<file path="src/sv/sbks_pkg.sv">
// ---------------------------------------------------------------------------
// Scanline background key strip: shared package
// Widths, payload and command types, register indexes and the channel
// match helper used by the front and back parts of the block.
// ---------------------------------------------------------------------------
package sbks_pkg;

   // Line store geometry.
   localparam int MAX_WIDTH = 1024;
   localparam int POS_W     = $clog2(MAX_WIDTH);
   localparam int ADDR_W    = POS_W + 1;
   localparam int WIDTH_W   = 11;
   localparam int THRESH_W  = 9;
   localparam int COL_W     = 10;
   localparam int PIX_W     = 24;

   // Register indexes on the configuration port.
   localparam int CSR_IDX_W = 2;
   localparam logic [CSR_IDX_W-1:0] CSR_LINE_WIDTH        = 2'd0;
   localparam logic [CSR_IDX_W-1:0] CSR_THRESHOLD         = 2'd1;
   localparam logic [CSR_IDX_W-1:0] CSR_BACKGROUND_COLUMN = 2'd2;

   // Register reset values.
   localparam logic [WIDTH_W-1:0]  LINE_WIDTH_RESET = 11'd512;
   localparam logic [THRESH_W-1:0] THRESHOLD_RESET  = 9'd1;
   localparam logic [COL_W-1:0]    BG_COLUMN_RESET  = 10'd0;

   // Item mode codes.
   localparam logic MODE_PIXEL = 1'b0;
   localparam logic MODE_FLUSH = 1'b1;

   typedef struct packed {
      logic       mode;
      logic [7:0] red_in;
      logic [7:0] green_in;
      logic [7:0] blue_in;
   } sbks_req_type;

   typedef struct packed {
      logic [7:0] red_out;
      logic [7:0] green_out;
      logic [7:0] blue_out;
      logic       matched;
      logic       last_of_line;
   } sbks_rsp_type;

   // One emission command from the front to the back.
   typedef struct packed {
      logic [PIX_W-1:0] pixel;
      logic [PIX_W-1:0] key;
      logic             last;
   } sbks_cmd_type;

   // Register values seen by the front part.
   typedef struct packed {
      logic [WIDTH_W-1:0] line_width;
      logic [COL_W-1:0]   background_column;
   } sbks_front_cfg_type;

   // True when the two channel values differ by strictly less than the bound.
   function automatic logic chan_close(input logic [7:0] a, input logic [7:0] b,
                                       input logic [THRESH_W-1:0] bound);
      logic [7:0] diff;
      diff = (a >= b) ? (a - b) : (b - a);
      return ({1'b0, diff} < bound);
   endfunction

endpackage

</file>
<file path="src/sv/sbks_queue.sv">
// ---------------------------------------------------------------------------
// Scanline background key strip: command queue
// Two-entry queue between the front and back parts, push and pop in the
// same cycle allowed.
// ---------------------------------------------------------------------------
module sbks_queue (
   input  logic                   clock,
   input  logic                   reset,
   input  logic                   push_valid,
   output logic                   push_ready,
   input  sbks_pkg::sbks_cmd_type push_data,
   output logic                   pop_valid,
   input  logic                   pop_ready,
   output sbks_pkg::sbks_cmd_type pop_data
);
   import sbks_pkg::*;

   sbks_cmd_type entry_ff [2];
   logic         wr_ptr_ff, wr_ptr_in;
   logic         rd_ptr_ff, rd_ptr_in;
   logic [1:0]   count_ff, count_in;
   logic         do_push;
   logic         do_pop;

   assign push_ready = (count_ff != 2'd2);
   assign pop_valid  = (count_ff != 2'd0);
   assign do_push    = push_valid && push_ready;
   assign do_pop     = pop_valid && pop_ready;
   assign pop_data   = entry_ff[rd_ptr_ff];

   // Pointer and fill count update.
   always_comb begin
      wr_ptr_in = do_push ? !wr_ptr_ff : wr_ptr_ff;
      rd_ptr_in = do_pop ? !rd_ptr_ff : rd_ptr_ff;
      count_in  = count_ff + 2'(do_push) - 2'(do_pop);
   end

   always_ff @(posedge clock) begin
      if (reset) begin
         wr_ptr_ff <= 1'b0;
         rd_ptr_ff <= 1'b0;
         count_ff  <= 2'd0;
      end else begin
         wr_ptr_ff <= wr_ptr_in;
         rd_ptr_ff <= rd_ptr_in;
         count_ff  <= count_in;
      end
   end

   // Entry storage.
   always_ff @(posedge clock) begin
      if (do_push) begin
         entry_ff[wr_ptr_ff] <= push_data;
      end
   end

endmodule

</file>
<file path="config.mk">
export PLATFORM = sky130hd
export DESIGN_NAME = sbks_queue
export DESIGN_NICKNAME = d
export VERILOG_FILES = /design/src/sv/sbks_pkg.sv /design/src/sv/sbks_queue.sv
export SDC_FILE = /design/constraint.sdc
export NUM_CORES = 1
export LEC_CHECK = 0
export ABC_AREA = 1
export BUFFER_PORTS_ARGS = -buffer_cell sky130_fd_sc_hd__buf_2
export CAP_MARGIN = 20
export CELL_PAD_IN_SITES_DETAIL_PLACEMENT = 2
export CELL_PAD_IN_SITES_GLOBAL_PLACEMENT = 2
export CORE_UTILIZATION = 39
export CTS_BUF_LIST = sky130_fd_sc_hd__clkbuf_2 sky130_fd_sc_hd__clkbuf_4 sky130_fd_sc_hd__clkbuf_8
export CTS_CLUSTER_SIZE = 20
export DETAILED_ROUTE_END_ITERATION = 10
export PLACE_DENSITY = 0.92
export SKIP_CTS_REPAIR_TIMING = 1
export SYNTH_ARGS = -nofsm -noshare
export SYNTH_HDL_FRONTEND = slang
export SYNTH_SLANG_ARGS = --single-unit
</file>
<file path="constraint.sdc">
create_clock -name clock -period 4.2 [get_ports clock]
set_input_delay 0.21 -clock clock [delete_from_list [all_inputs] [get_ports clock]]
set_output_delay 0.21 -clock clock [all_outputs]
set_load 0.03 [all_outputs]
</file>
Yosys cells after proc, flatten, opt, wreduce, memory -nomap -nowiden. Memory sizes are Yosys's and may differ from the RTL's. A register that Yosys moved wholly into a read port is not among the register bits. Cells that the tools add are included.

$mul: 0. Multiplexer cells: 4. Magnitude comparators: 0. Add/sub/neg operators: 2. Shift operators: 0. Reductions and logical operators: 5. Divide/modulo/power cells: 0. Eq/ne operators: 1. Bitwise logic cells: 0.

Operators by type and width (count): 1-bit two-way mux (4); 2-bit by 1-bit adder with 2-bit output (1); 1-bit logical AND (2); 1-bit zero test (2); 2-bit != test (second input constant) (1); 2-bit nonzero test (1); 2-bit by 1-bit subtractor with 2-bit output (1).

Input bits: 53. Bits in writable memories: 98. Register bits after elaboration: 4. Bits in latches: 0. Memories kept: 1. Output and inout port bits: 51. ROM bits: 0.

Memories: entry_ff (words 2, bits a word 49, read ports 1, clocked after Yosys merged registers in 1, wr ports 1, line sbks_queue.sv:18) `sbks_cmd_type entry_ff [2];`.

Logic depth before layout (Yosys ltp).
Depth in word-level cells: 4. Depth in mapped cells: 11. Gate-level depth less buffers: 11.

Worst setup path after synthesis. Ideal clock, no wire load.

Path kind: reg-to-reg. Start: register count_ff[0]. End: memory entry_ff[1][0] in the netlist's numbering (enable). Cell stages (with the launch flop): 5. Arrival time: 2.926 ns. Clock period less this slack: 3.383 ns. Data required time: 3.743 ns. Slack: 0.817 ns. Buffers on the path: 0. Cell sequence: dfxtp_1 -> inv_1 -> nand2_1 -> nand2_1 -> nor2_1.

Longest elaborated chain between the ends: 4.

RTL lines: from (decl) (line sbks_queue.sv:21) `logic [1:0] count_ff, count_in;`; from (signal assigned) (line sbks_queue.sv:46) `count_ff <= count_in;`; 2-bit != test (line sbks_queue.sv:25) `assign push_ready = (count_ff != 2'd2);`; via push_ready (line sbks_queue.sv:10) `output logic push_ready,`; 1-bit logical AND (line sbks_queue.sv:27) `assign do_push = push_valid && push_ready;`; 1-bit two-way mux (line sbks_queue.sv:52) `if (do_push) begin`; 1-bit two-way mux (implied by the code) (line sbks_queue.sv:53) `entry_ff[wr_ptr_ff] <= push_data;`; to (decl) (line sbks_queue.sv:18).

The timed path passes the listed nets, and every way through them passes these cells.

==> metrics.md <==
| Metric | Value |
|---|---|
| Reg2Reg Setup Slack | `2.00 ns` |
| Final Wtd Congestion | `about 0.68` |
| H-tree levels | `3` |
| Hold_ws | `0.04521 ns` |
| Placed insts | `between 400 and 500` |
| Hold Path Depth | `1` |
| RSZ-0062 raised after global routing | `no` |
| Synth warn | `0` |
| Compound-Gate Fraction of Synth Area | `less than 1%` |
| First-pass GRT wire length | `~12000 µm` |
| Clock Skew | `0.008820 ns` |
| Chip width | `~100 µm` |
| Max Clock Freq | `414.9 MHz` |
| DRT antenna net count | `0` |
| Final min period | `2.410 ns` |
| Post-Synth Simple-Gate Area | `1.934%` |
| Core Util, Final | `49.65%` |
| Top sig layer | `met4` |
| Peak supply drop | `0.0002869 V` |
| CTS max path bufs | `2` |
| Largest family of logic cells by synthesized area | `multiplexers` |
| Most frequent cells in the layout | `buf_2, edfxtp_1, mux2_2` |
| Critical path required time | `3.99 ns` |
| TritonRoute pass-1 iters | `4` |
| Clock root cell | `clkbuf_8` |
| Hold Fails Final Rpt | `0` |
| Vias in the first global route | `about 2300` |
| Type of origin of the critical path | `flip-flop` |
| Vert. Die Dim | `100.9 µm` |
| Die area | `between 0.01 and 0.015 mm²` |
| Mux cell area share after synthesis | `about 15%` |
| Final setup margin | `1.790 ns` |
| Sw Ratio | `between 30% and 40%` |
| Met2 routed WL | `4359 µm` |
| Pwr Density | `between 600 and 700 mW/mm²` |
| Syn Inst Count | `188` |
| Area of the mapped netlist | `0.003816 mm²` |
| Gr usage total | `16.62%` |
| Worst path arrival time | `between 2 and 2.5 ns` |
| Rows | `35` |
| Avg WL per Cell | `18.22 µm` |
| Endpoints failing setup | `0` |
| Reg2reg end | `entry_ff[1][47]` |
| Post-DP HPWL | `5988 µm` |
| Commonest non-fill, non-tap cell in the layout | `buf_2` |
| Synthesized area per cell | `20.30 µm²` |
| Vias per cell | `4.659` |
| TritonCTS Buffers | `9` |
| Share of layout cells above drive strength 1 | `56.39%` |
| Least-Margin Pin Slew | `0.8208 ns` |
| Leak | `1.761 nW` |
| Syn Nets | `242` |
| Largest net degree at the start of global routing | `34` |
| Placed Area | `0.004483 mm²` |
| I/O pins | `104` |
| Max Cap Violations | `0` |
| Sequential fraction of the synthesis area | `between 70 and 80%` |
| WS Path Type | `reg -> out` |
| Clk pwr share | `19.0%` |
| Crit end category | `output pin` |
| Hold Path Sink | `entry_ff[1][38]` |
| Slew Limit Fails | `0` |
| Reg2Reg Depth | `5` |
| Layout Cells excl Fill | `434` |
| Reg2reg start | `count_ff[0]` |
| Antenna violations before repair | `0` |
| Yosys cell types | `15` |
| Max-Slew Margin vs Limit | `45.28%` |
| Core area | `~0.0094 mm²` |
| CTS sink cnt | `103` |
| Net switching power | `1.000 mW` |
| Pwr Total | `2.840 mW` |
| Synth Area in Adders | `less than 1%` |
| Min-Delay Startpoint | `push_data[38]` |
| Register share of total power | `around half` |
| Area delta synth->final | `21.93%` |
| Internal power | `1.840 mW` |
| Detailed Route WL | `7907 µm` |
| Worst Hold Class | `in -> reg` |
| Post-layout nets | `354` |
| Total gr overflow | `0` |
| Synth Area in XOR/XNOR | `less than 1%` |
| Clk slew on worst S/H paths | `around 0.1 ns` |
| N_diodes | `0` |
| Power share of the combinational group | `32.0%` |
| Synth Register Bits | `103` |
| CTS tree | `yes` |
| DR iter-0 viols | `53` |
| Metal-1 WL | `3177 µm` |
| Clk_lat worst skew | `0.35 ns` |
| Vias | `2022` |
| PortBufs | `103` |
| Routed length on met3 | `345 µm` |
| Fin crit share | `a little under three fifths` |
| Setup TNS | `0 ns` |
| Post-route cell area | `0.004653 mm²` |
| Crit-path max FO | `33` |
| Initial Utilization | `40.72%` |
| Worst slack at placement | `about 2.0 ns` |
| DRC | `0` |
| Status | `completed` |
## power by group through the flow
stage                     clock network (mW)  logic [mW]  registers (mW)
after floorplan                            0       0.708            1.36
after global placement                     0       0.893            1.40
after detailed placement                   0       0.925            1.42
after CTS                              0.564       0.928            1.40
after global routing                   0.603       0.968            1.41
final                                  0.540       0.909            1.39
## critical path, cell delays in order (launching register included)
cell	delay, ns
dfxtp_2	0.88
buf_4	0.42
mux2_2	0.38
buf_2	0.18
## synthesized netlist by cell type
| cell | number | share of area (%) |
|---|---|---|
| mux2_2 | 39 | 12 |
| dfxtp_1 | 5 | 2.6 |
| buf_4 | 3 | 0.59 |
| nor2_1 | 9 | 0.89 |
| a21oi_1 | 2 | 0.26 |
| nand3_1 | 1 | 0.13 |
| inv_1 | 8 | 0.79 |
| mux2_4 | 10 | 3.9 |
| nor3_1 | 1 | 0.13 |
| buf_6 | 1 | 0.30 |
| xnor2_1 | 1 | 0.23 |
| edfxtp_1 | 98 | 77 |
| ha_1 | 1 | 0.33 |
| buf_8 | 1 | 0.39 |
| nand2_1 | 8 | 0.79 |
## worst max-delay path by stage
| stage | from | end | slack, ns | cells past startpoint |
|---|---|---|---|---|
| 2_1_floorplan | count_ff[0] | entry_ff[1][0] | 0.82 | 4 |
| 3_3_place_gp | count_ff[0] | entry_ff[0][19] | 2.14 | 5 |
| 3_5_place_dp | count_ff[0] | entry_ff[1][21] | 1.97 | 5 |
| 4_1_cts | flip-flop | pop_data[48] | 1.71 | 3 |
| 5_1_grt | flip-flop | pop_data[28] | 1.63 | 3 |
| 6_report | flip-flop | pop_data[48] | 1.79 | 3 |
## cell families (layout without fill, tap and decap cells)
logic type / count (synthesis) / after routing
AOI/OAI and AO/OA: 2 / 2
DFF: 103 / 103
xor gates and xnor gates: 1 / 1
muxes: 49 / 49
and+or+nand+nor: 19 / 19
buffers and inverters: 13 / 130
adders and majority gates: 1 / 1
## registers in the layout, summed over array words and instances (netlist names), named ones only
register and cells:
entry_ff 98, count_ff 2, rd_ptr_ff 1, wr_ptr_ff 1
## final cells by class
type / count / area [µm²]
clock buffer: 9 / 123.9
clock inverter: 7 / 46.29
fill: 887 / 4718
inverter: 8 / 30.03
multi-input combinational: 72 / 709.4
sequential: 103 / 3044
tap: 129 / 161.4
timing repair buffer: 106 / 538.0
## metal layers
layer,global-route usage [%],vias to the layer above
met5,0,-
met4,3.010,0
met3,4.438,3
met2,31.03,64
met1,19.25,1017
li1,-,938
(Power assumes the default switching activity.)
