$ cat src/sv/sbks_pkg.sv
// ---------------------------------------------------------------------------
// Scanline background key strip: shared package
// Widths, payload and command types, register indexes and the channel
// match helper used by the front and back parts of the block.
// ---------------------------------------------------------------------------
package sbks_pkg;

   // Line store geometry.
   localparam int MAX_WIDTH = 1024;
   localparam int POS_W     = $clog2(MAX_WIDTH);
   localparam int ADDR_W    = POS_W + 1;
   localparam int WIDTH_W   = 11;
   localparam int THRESH_W  = 9;
   localparam int COL_W     = 10;
   localparam int PIX_W     = 24;

   // Register indexes on the configuration port.
   localparam int CSR_IDX_W = 2;
   localparam logic [CSR_IDX_W-1:0] CSR_LINE_WIDTH        = 2'd0;
   localparam logic [CSR_IDX_W-1:0] CSR_THRESHOLD         = 2'd1;
   localparam logic [CSR_IDX_W-1:0] CSR_BACKGROUND_COLUMN = 2'd2;

   // Register reset values.
   localparam logic [WIDTH_W-1:0]  LINE_WIDTH_RESET = 11'd512;
   localparam logic [THRESH_W-1:0] THRESHOLD_RESET  = 9'd1;
   localparam logic [COL_W-1:0]    BG_COLUMN_RESET  = 10'd0;

   // Item mode codes.
   localparam logic MODE_PIXEL = 1'b0;
   localparam logic MODE_FLUSH = 1'b1;

   typedef struct packed {
      logic       mode;
      logic [7:0] red_in;
      logic [7:0] green_in;
      logic [7:0] blue_in;
   } sbks_req_type;

   typedef struct packed {
      logic [7:0] red_out;
      logic [7:0] green_out;
      logic [7:0] blue_out;
      logic       matched;
      logic       last_of_line;
   } sbks_rsp_type;

   // One emission command from the front to the back.
   typedef struct packed {
      logic [PIX_W-1:0] pixel;
      logic [PIX_W-1:0] key;
      logic             last;
   } sbks_cmd_type;

   // Register values seen by the front part.
   typedef struct packed {
      logic [WIDTH_W-1:0] line_width;
      logic [COL_W-1:0]   background_column;
   } sbks_front_cfg_type;

   // True when the two channel values differ by strictly less than the bound.
   function automatic logic chan_close(input logic [7:0] a, input logic [7:0] b,
                                       input logic [THRESH_W-1:0] bound);
      logic [7:0] diff;
      diff = (a >= b) ? (a - b) : (b - a);
      return ({1'b0, diff} < bound);
   endfunction

endpackage

$ cat src/sv/sbks_back.sv
// ---------------------------------------------------------------------------
// Scanline background key strip: back part
// Compares each held pixel with its line key and registers the result
// item for the output channel.
// ---------------------------------------------------------------------------
module sbks_back (
   input  logic                           clock,
   input  logic                           reset,
   input  logic [sbks_pkg::THRESH_W-1:0]  threshold,
   input  logic                           cmd_valid,
   output logic                           cmd_ready,
   input  sbks_pkg::sbks_cmd_type         cmd_data,
   output logic                           rsp_valid,
   input  logic                           rsp_ready,
   output sbks_pkg::sbks_rsp_type         rsp_data
);
   import sbks_pkg::*;

   logic         rsp_valid_ff, rsp_valid_in;
   sbks_rsp_type rsp_data_ff, rsp_data_in;
   logic         load;
   logic         match;

   assign cmd_ready = !rsp_valid_ff || rsp_ready;
   assign load      = cmd_valid && cmd_ready;

   // All three channels must sit strictly inside the threshold.
   assign match = chan_close(cmd_data.pixel[23:16], cmd_data.key[23:16], threshold) &&
                  chan_close(cmd_data.pixel[15:8],  cmd_data.key[15:8],  threshold) &&
                  chan_close(cmd_data.pixel[7:0],   cmd_data.key[7:0],   threshold);

   always_comb begin
      rsp_data_in.red_out      = match ? 8'd0 : cmd_data.pixel[23:16];
      rsp_data_in.green_out    = match ? 8'd0 : cmd_data.pixel[15:8];
      rsp_data_in.blue_out     = match ? 8'd0 : cmd_data.pixel[7:0];
      rsp_data_in.matched      = match;
      rsp_data_in.last_of_line = cmd_data.last;
      if (load) begin
         rsp_valid_in = 1'b1;
      end else if (rsp_ready) begin
         rsp_valid_in = 1'b0;
      end else begin
         rsp_valid_in = rsp_valid_ff;
      end
   end

   // Output register.
   always_ff @(posedge clock) begin
      if (reset) begin
         rsp_valid_ff <= 1'b0;
      end else begin
         rsp_valid_ff <= rsp_valid_in;
      end
   end

   always_ff @(posedge clock) begin
      if (load) begin
         rsp_data_ff <= rsp_data_in;
      end
   end

   assign rsp_valid = rsp_valid_ff;
   assign rsp_data  = rsp_data_ff;

endmodule

$ cat config.mk
export PLATFORM = sky130hd
export DESIGN_NAME = sbks_back
export DESIGN_NICKNAME = d
export VERILOG_FILES = /design/src/sv/sbks_pkg.sv /design/src/sv/sbks_back.sv
export SDC_FILE = /design/constraint.sdc
export NUM_CORES = 1
export LEC_CHECK = 0
export ABC_CLOCK_PERIOD_IN_PS = 7160
export BUFFER_PORTS_ARGS = -buffer_cell sky130_fd_sc_hd__buf_2
export CORE_AREA = 2 2 90 92
export CTS_CLUSTER_DIAMETER = 120
export DETAILED_ROUTE_END_ITERATION = 10
export DIE_AREA = 0 0 92 94
export PLACE_DENSITY = 0.69
export SYNTH_ARGS = -nofsm -noshare
export SYNTH_HDL_FRONTEND = slang
export SYNTH_SLANG_ARGS = --single-unit
$ cat constraint.sdc
create_clock -name clock -period 7.16 [get_ports clock]
set_input_delay 0.716 -clock clock [delete_from_list [all_inputs] [get_ports clock]]
set_output_delay 0.716 -clock clock [all_outputs]
set_load 0.1 [all_outputs]
# [Word level (Yosys, flattened, before mapping)]
# Index checks and enable logic that the tools add are counted.
[totals] reg_bits=27
[op_classes] n_addsub=6 magnitude_cmp=6 n_mux=5 n_reduce_logical=6
[ops] op="$sub A8 B8 Y8" n=6
[ops] op="$lt A8 B9 Y1" n=3
[ops] op="$ge A8 B8 Y1" n=3
[ops] op="$mux W8" n=3
[ops] op="$logic_and A1 B1 Y1" n=3
[ops] op="$mux W1" n=2
[ops] op="$reduce_bool A2 Y1" n=1
[ops] op="$logic_not A1 Y1" n=1
[ops] op="$logic_or A1 B1 Y1" n=1

# [Longest topological paths before layout]
# Gate-level depths: netlist of run 1.
[logic_depth] depth_word=5 ltp_mapped=17 depth_no_buf=15

# [Least setup slack after synthesis of run 1]
# Ideal clock, no wire load.
[synth_path] path_kind="input-to-reg" startpoint="input port cmd_data[41] in the netlist's numbering" endpoint="register rsp_data_ff (netlist bit rsp_data[10]), data pin" arrival_time_ns=3.560 setup_slack_ns=3.329 path_stages=16 path_buffers=2 path_cell_list="inv_1 ha_1 inv_1 fa_1 a21o_1 a21oi_1 o311a_1 buf_6 mux2i_1 xor2_1 ha_1 a22oi_1 a21oi_1 a2111oi_4 buf_4 a21oi_1"
[synth_between] elab_chain_cells=5 elab_cells_between_ends=7 cone_classes="2 x add/sub; 2 x order compare; 1 x mux; 2 x reduce/logical"
[synth_lines] item="from (decl)" line="sbks_back.sv:12" rtl="input sbks_pkg::sbks_cmd_type cmd_data,"
[synth_lines] item="$sub A8 B8 Y8 / $ge A8 B8 Y1 (equally long branches)" line="sbks_pkg.sv:64" rtl="diff = (a >= b) ? (a - b) : (b - a);"
[synth_lines] item="$mux W8 (*)" line="sbks_pkg.sv:64"
[synth_lines] item="$lt A8 B9 Y1 (*)" line="sbks_pkg.sv:65" rtl="return ({1'b0, diff} < bound);"
[synth_lines] item="$logic_and A1 B1 Y1 (*)" line="sbks_back.sv:28" rtl="assign match = chan_close(cmd_data.pixel[23:16], cmd_data.key[23:16], threshold) &&"
[synth_lines] item="$logic_and A1 B1 Y1 (*)" line="sbks_back.sv:29" rtl="chan_close(cmd_data.pixel[15:8], cmd_data.key[15:8], threshold) &&"
[synth_lines] item="to (signal assigned)" line="sbks_back.sv:58" rtl="rsp_data_ff <= rsp_data_in;"
[synth_lines] item="to (decl)" line="sbks_back.sv:20" rtl="sbks_rsp_type rsp_data_ff, rsp_data_in;"
# Every way passes the cells marked *; elsewhere a longest branch is shown, timed or not.
# A chain may end at the register's enable or synchronous reset.

# [Final worst setup path of run 1]
[layout_path] startpoint="input port cmd_data[41] in the netlist's numbering" endpoint="register rsp_data_ff (netlist bit rsp_data[17]), data pin"
# Same word-level chain as after synthesis.

==> metrics.md, run 1 <==
| Metric | Value |
|---|---|
| Status | complete, no violations |
| Top FF cell, synth | edfxtp_1 |
| DR vias | 2,820 |
| DRT iter0 DRCs | roughly 150 |
| Max rail drop VDD | between 70 and 80 uV |
| Max FO, Critical Path | 25 |
| # placed instances | 539 |
| Startpoint Class | input pin |
| Port bufs | between 80 and 90 |
| WS Path Type | input pin to register |
| Largest net degree at the start of global routing | 27 |
| Relative slew margins | roughly 23% |
| Crit path capture type | register |
| RSZ-0062 raised after global routing | false |
| Total wire length | roughly 7600 um |
| Fin. Hold Viols | 0 |
| Area Overhead vs Synth | 14.7% |
| DRT Pass-1 Iters | 4 |
| Vias in the first global route | 2,716 |
| Die Wd | 92 um |
| Core area | approximately 7600 um2 |
| Top post-synthesis cells by area | ha_1, edfxtp_1, a21oi_1, inv_1, mux2i_1 |
| Postcts setup bufs | 0 |
| Maxcap violations | 0 |
| Number of H-tree levels | 1 |
| Crit path arrival time | approximately 4.3 ns |
| Skew final | approximately 0.0063 ns |
| WL/cell | 14.0 um |
| Worst-Skew Late Latency | 0.28 ns |
| Detailed placement HPWL | 6420 um |
| Slew Viols, Final | 0 |
| CTS tree | built |
| First-pass GRT wire length | ~12,000 um |
| Syn. warnings | 0 |
| Final min period | 4.34 ns |
| Vias per cell | 5.19 |
| Mean Syn Cell Area | between 9 and 10 um2 |
| Clk buf depth | 2 |
| Root Buffer | clkbuf_8 |
| Post-route ant nets | 0 |
| Global Route Usage Sum | approximately 17% |
| Ys async rst share | 0% |
| Post-CTS Resized | 0 |
| Setup TNS | 0 ns |
| Top cell type's share of synthesized area | 24.3% |
| CP required | slightly above 7 ns |
| Yosys cell types | 38 |
| Gr ovfl total | 0 |
| Setup violations, final | 0 |
| Sequential area share after synthesis | between 20% and 30% |
| Synth Register Bits | 27 |
| Post-synth top area cell | ha_1 |
| Num rows | 32 |
| Die area | roughly 8600 um2 |
| F_max | roughly 230 MHz |
| Leakage | about 2.1 nW |
| Post-CTS Hold Fix Bufs | 0 |
| Diode count | 0 |
| Gate Count Post-Synth | approximately 360 |
| Cell Area, Synth | ~3400 um2 |
| Clk sink count | 27 |
| Share of cells above drive strength 1 | roughly 22% |
| Non-filler cells, final | 543 |
| I/O pin count | 90 |
| Nets | 576 |
| Clock buffer count from CTS | 3 |
| Worst-path clk slew | approximately 0.10 ns |
| Initial Util | about 45% |
| HP Class | register to register |
| PwrDens | roughly 200 nW/um2 |
| Final period utilization | 60.6% |
| Post-synth EDFFs | 26 |
| Least-Margin Pin Slew | 1.16 ns |
| Gpl congestion | 0.931 |
| Initial antenna violation count | 0 |
| Die height | ~94 um |
| Post-Syn Nets | approximately 500 |
| DR DRC count | 0 |
critical path, cell delays in order:
cell       delay, ns
buf_2           0.11
inv_1           0.07
ha_1            0.18
inv_1           0.06
fa_1            0.38
a21o_1          0.20
a21oi_1         0.18
o311a_1         0.45
mux2i_1         0.27
xor2_1          0.26
ha_1            0.31
a22oi_1         0.20
a21oi_1         0.13
a2111oi_4       0.35
buf_4           0.33
a21boi_0        0.14
synth_stat cells, types with 2 or more instances:
cell type / instances
a21o_1: 20
nand4b_1: 3
buf_4: 6
a41o_1: 3
xnor2_1: 9
edfxtp_1: 26
a221oi_1: 2
a21boi_0: 5
or2_2: 3
nand4_1: 2
o2111ai_1: 2
a31oi_1: 6
o21ai_0: 7
a211oi_1: 5
a21oi_1: 56
buf_2: 2
nand2b_1: 2
fa_1: 6
mux2i_1: 18
mux2_1: 3
o211ai_1: 2
nand3b_1: 5
buf_6: 5
inv_1: 59
nand2_1: 15
ha_1: 66
and2_1: 2
o311a_1: 3
xor2_1: 9
clkbuf_1: 4
power breakdown:
group | switching, mW | total (mW) | internal (mW)
Sequential | 0.00575 | 0.213 | 0.207
Clock | 0.0481 | 0.0871 | 0.0391
Combinational | 0.344 | 0.490 | 0.147
layout make-up:
| type | instances | area, um2 |
|---|---|---|
| Clock buffer | 3 | 41.3 |
| Clock inverter | 1 | 5.00 |
| Fill cell | 742 | 3710 |
| Inverter | 59 | 221 |
| Multi-Input combinational cell | 261 | 2250 |
| Sequential cell | 27 | 801 |
| Tap cell | 102 | 128 |
| Timing Repair Buffer | 90 | 453 |
cell usage in the layout, fill, tap and decap left out, types with 5 or more instances in the layout:
master / Yosys / layout
mux2i_1: 18 / 18
inv_1: 59 / 59
a21o_1: 20 / 20
edfxtp_1: 26 / 26
xor2_1: 9 / 9
a31oi_1: 6 / 6
nand3b_1: 5 / 5
fa_1: 6 / 6
o21ai_0: 7 / 7
a211oi_1: 5 / 5
a21oi_1: 56 / 56
nand2_1: 15 / 15
xnor2_1: 9 / 9
ha_1: 66 / 66
buf_2: 2 / 89
a21boi_0: 5 / 5
flip-flops by register name, indices dropped and copies added, names as in the netlist:
name and flops:
rsp_data 26, rsp_valid 1
logic make-up after synthesis:
| family | Yosys count | share of synthesized area, % |
|---|---|---|
| and+or+nand+nor | 35 | 5.74 |
| muxes | 21 | 6.30 |
| DFF | 27 | 23.6 |
| xor gates and xnor gates | 18 | 4.64 |
| buffers and inverters | 76 | 10.2 |
| adders and majority gates | 72 | 27.8 |
| AOI/OAI and AO/OA | 115 | 21.7 |
layer usage:
metal  routed length [um]  track usage (%)  vias to the layer above
met3                  251             1.52                        6
met4                   78             4.35                        0
met2                 3790             31.0                       61
met5                    0                0                        -
met1                 3450             22.1                     1312
li1                     -                -                     1441
path summary, 6_finish.rpt:
path                start            to  slack, ns  cells past startpoint
max          cmd_data[41]  rsp_data[17]       2.82                     16
min             rsp_valid     rsp_valid       0.53                      2
max reg2reg     rsp_valid  rsp_data[20]       5.43                      2
min reg2reg     rsp_valid     rsp_valid       0.53                      2
stage by stage:
stage	utilization [%]	setup slack (ns)	hold WS, ns	area (um2)	power, mW
after floorplan	-	3.33	0.785	3400	0.621
after global placement	50.6	2.64	0.487	3850	0.697
after detailed placement	50.6	2.59	0.517	3850	0.706
after CTS	51.2	2.86	0.529	3900	0.792
after global routing	51.2	2.60	0.563	3900	0.838
final	51.2	2.82	0.530	3900	0.790
No activity file was read; power rests on OpenSTA's default activity.
==> run 2: changes to the inputs <==
--- a/config.mk
+++ b/config.mk
@@ -5,13 +5,13 @@
 export SDC_FILE = /design/constraint.sdc
 export NUM_CORES = 1
 export LEC_CHECK = 0
-export ABC_CLOCK_PERIOD_IN_PS = 7160
+export ABC_CLOCK_PERIOD_IN_PS = 3600
 export BUFFER_PORTS_ARGS = -buffer_cell sky130_fd_sc_hd__buf_2
 export CORE_AREA = 2 2 90 92
 export CTS_CLUSTER_DIAMETER = 120
 export DETAILED_ROUTE_END_ITERATION = 10
 export DIE_AREA = 0 0 92 94
-export PLACE_DENSITY = 0.69
+export PLACE_DENSITY = 0.72
 export SYNTH_ARGS = -nofsm -noshare
 export SYNTH_HDL_FRONTEND = slang
 export SYNTH_SLANG_ARGS = --single-unit
==> constraint.sdc (replaced) <==
create_clock -name clock -period 3.6 [get_ports clock]
set_input_delay 0.36 -clock clock [delete_from_list [all_inputs] [get_ports clock]]
set_output_delay 0.36 -clock clock [all_outputs]
set_load 0.1 [all_outputs]
==> run 2 against run 1 <==
Final area grew 10%. Largest power group unchanged. Combinational power grew 130%. Global-route usage grew 1.5 points. Clock-buffer cell count is the same. Final cell count grew 6.1%. Sequential share of layout area shrank 1.9 points. Critical path depth grew 3. Via count grew 6.2%. Clock skew grew 0.00076 ns. Non-clock buffer count grew 33. Die area is the same. Total power grew 120%. Largest cell class unchanged.
==> metrics.md, run 2 (synthesis results as in run 1) <==
| Metric | Value |
|---|---|
| Reg-to-Reg Start | rsp_valid |
| CP required | 3.64 ns |
| Post-route ant nets | 0 |
| R2R setup slack | about 1.8 ns |
| Final period utilization | between 90 and 100% |
| Die Wd | 92 um |
| F_max | 281 MHz |
| Fin. Hold Viols | 0 |
| Leakage | about 2.3 nW |
| Worst-path clk slew | ~0.10 ns |
| HP Class | input pin to register |
| Die height | ~94 um |
| Post-CTS Hold Fix Bufs | 0 |
| Gr ovfl total | 0 |
| Initial antenna violation count | 0 |
| Gpl congestion | just over 0.9 |
| Final min period | around 3.6 ns |
| Max FO, Critical Path | 6 |
| Area Overhead vs Synth | 26.3% |
| Critical path endpoint | rsp_data[14] |
| Root Buffer | clkbuf_8 |
| RR Endpoint | rsp_data[16] |
| Clk buf depth | 2 |
| Non-filler cells, final | 576 |
| WS Path Type | input pin to register |
| Hold Worst Slack | 0.215 ns |
| Slew Viols, Final | 0 |
| Skew final | just over 0.007 ns |
| Die area | 8650 um2 |
| Share of cells above drive strength 1 | 31.2% |
| Number of H-tree levels | 1 |
| Clk sink count | 27 |
| Buf/Inv on CP | 6 |
| CP Depth | 19 |
| Detailed placement HPWL | ~6700 um |
| Grt met1 use | between 20% and 30% |
| Crit path capture type | register |
| Slowest stage delay, CP | approximately 0.36 ns |
| DR DRC count | 0 |
| Core area | 7610 um2 |
| PwrDens | between 400 and 500 nW/um2 |
| Port bufs | slightly below 90 |
| Most used cell along the critical path | a21oi_2 |
| Final Core Density | 56.4% |
| Largest register FFs | 26 |
| Initial Util | approximately 45% |
| Pre-CTS setup slack | -0.210 ns |
| Max rail drop VDD | between 150 and 200 uV |
| # placed instances | around 570 |
| Slowest stage cell on the critical path | fa_2 |
| Total wire length | 8440 um |
| CTS tree | built |
| Clock buffer count from CTS | 3 |
| Setup violations, final | 0 |
| DRT Pass-1 Iters | 4 |
| Global Route Usage Sum | 18.7% |
| Dominant delay contributor by cell family on the critical path | compound AO/OA/AOI/OAI gates |
| Worst-Skew Late Latency | 0.28 ns |
| Fill cells | between 700 and 800 |
| Final instance area | about 4300 um2 |
| Crit path arrival time | ~3.6 ns |
| Num rows | 32 |
| Critical-path cell list | buf_6, inv_2, ha_4, inv_2, fa_2, a21o_1, a21oi_2, o311a_1, buf_6, mux2i_2, xnor2_1, ha_1, a21o_1, a21oi_2, a21oi_2, a2111oi_4, buf_6, clkbuf_16, a21oi_2 |
| Largest net degree at the start of global routing | 27 |
| First-pass GRT wire length | ~13,000 um |
| Most common cell after layout, fill and taps aside | buf_2 |
| Nets | slightly above 600 |
| DR vias | 2,996 |
| Startpoint Class | input pin |
| Relative slew margins | roughly a fifth |
| Top Usage Layer GRT | met2 |
| Most frequent cells in the layout | buf_2, ha_1, inv_1 |
| Maxcap violations | 0 |
| Hold depth | 2 |
| Vias in the first global route | 2,894 |
| I/O pin count | 90 |
| Critical path origin | cmd_data[41] |
| Diode count | 0 |
| DRT iter0 DRCs | between 100 and 150 |
| Area after DPL | ~4100 um2 |
| Reg2Reg Depth | 2 |
| Met3 Use GR | under 10% |
| Post-layout worst setup margin | around 0.045 ns |
| WL/cell | ~15 um |
| Vias per cell | between 5 and 6 |
| Met2 usage | about a third |
| Status | complete, no violations |
| Least-Margin Pin Slew | 1.21 ns |
## run 2: worst min-delay path by stage
| stage | start | end | slack [ns] |
|---|---|---|---|
| 2_1_floorplan | reset | rsp_valid | 0.43 |
| 3_3_place_gp | rsp_valid | rsp_valid | 0.48 |
| 3_5_place_dp | rsp_valid | rsp_valid | 0.51 |
| 4_1_cts | reset | rsp_valid | 0.21 |
| 5_1_grt | reset | rsp_valid | 0.21 |
| 6_report | reset | rsp_valid | 0.22 |
## run 2: where the power goes
part / leakage (nW) / total (mW) / internal (mW) / switching [mW]
combinational: 2.00 / 1.15 / 0.412 / 0.740
sequential: 0.267 / 0.423 / 0.412 / 0.0104
clock: 0.0217 / 0.179 / 0.0788 / 0.100
## run 2: layer usage
metal | up-vias | share of wire, % | wire, um
met2 | 62 | 51 | 4280
met1 | 1411 | 44 | 3700
met4 | 0 | 1.7 | 143
met3 | 10 | 3.7 | 315
li1 | 1513 | - | -
met5 | - | 0 | 0
## run 2: stage by stage
| stage | total power, mW | setup TNS, ns |
|---|---|---|
| floorplan | 1.23 | 0 |
| global placement | 1.43 | -2.54 |
| detailed placement | 1.46 | -4.64 |
| CTS | 1.64 | 0 |
| global route | 1.86 | -1.75 |
| finish | 1.75 | 0 |
## run 2: layout make-up
class	instances	area, um2	share of cell area (%)
multi-input cells	261	2310	54.0
flip-flops and latches	27	801	18.7
repair buffers	123	777	18.1
inverters	59	221	5.16
well taps	102	128	2.97
clock buffers	3	41.3	0.962
clock inverters	1	7.51	0.175
## run 2: repair_timing
| action | in CTS | in global routing |
|---|---|---|
| endpoints found under the setup margin | 0 | 25 |
| setup buffers | 0 | 4 |
| resized for setup | 0 | 27 |
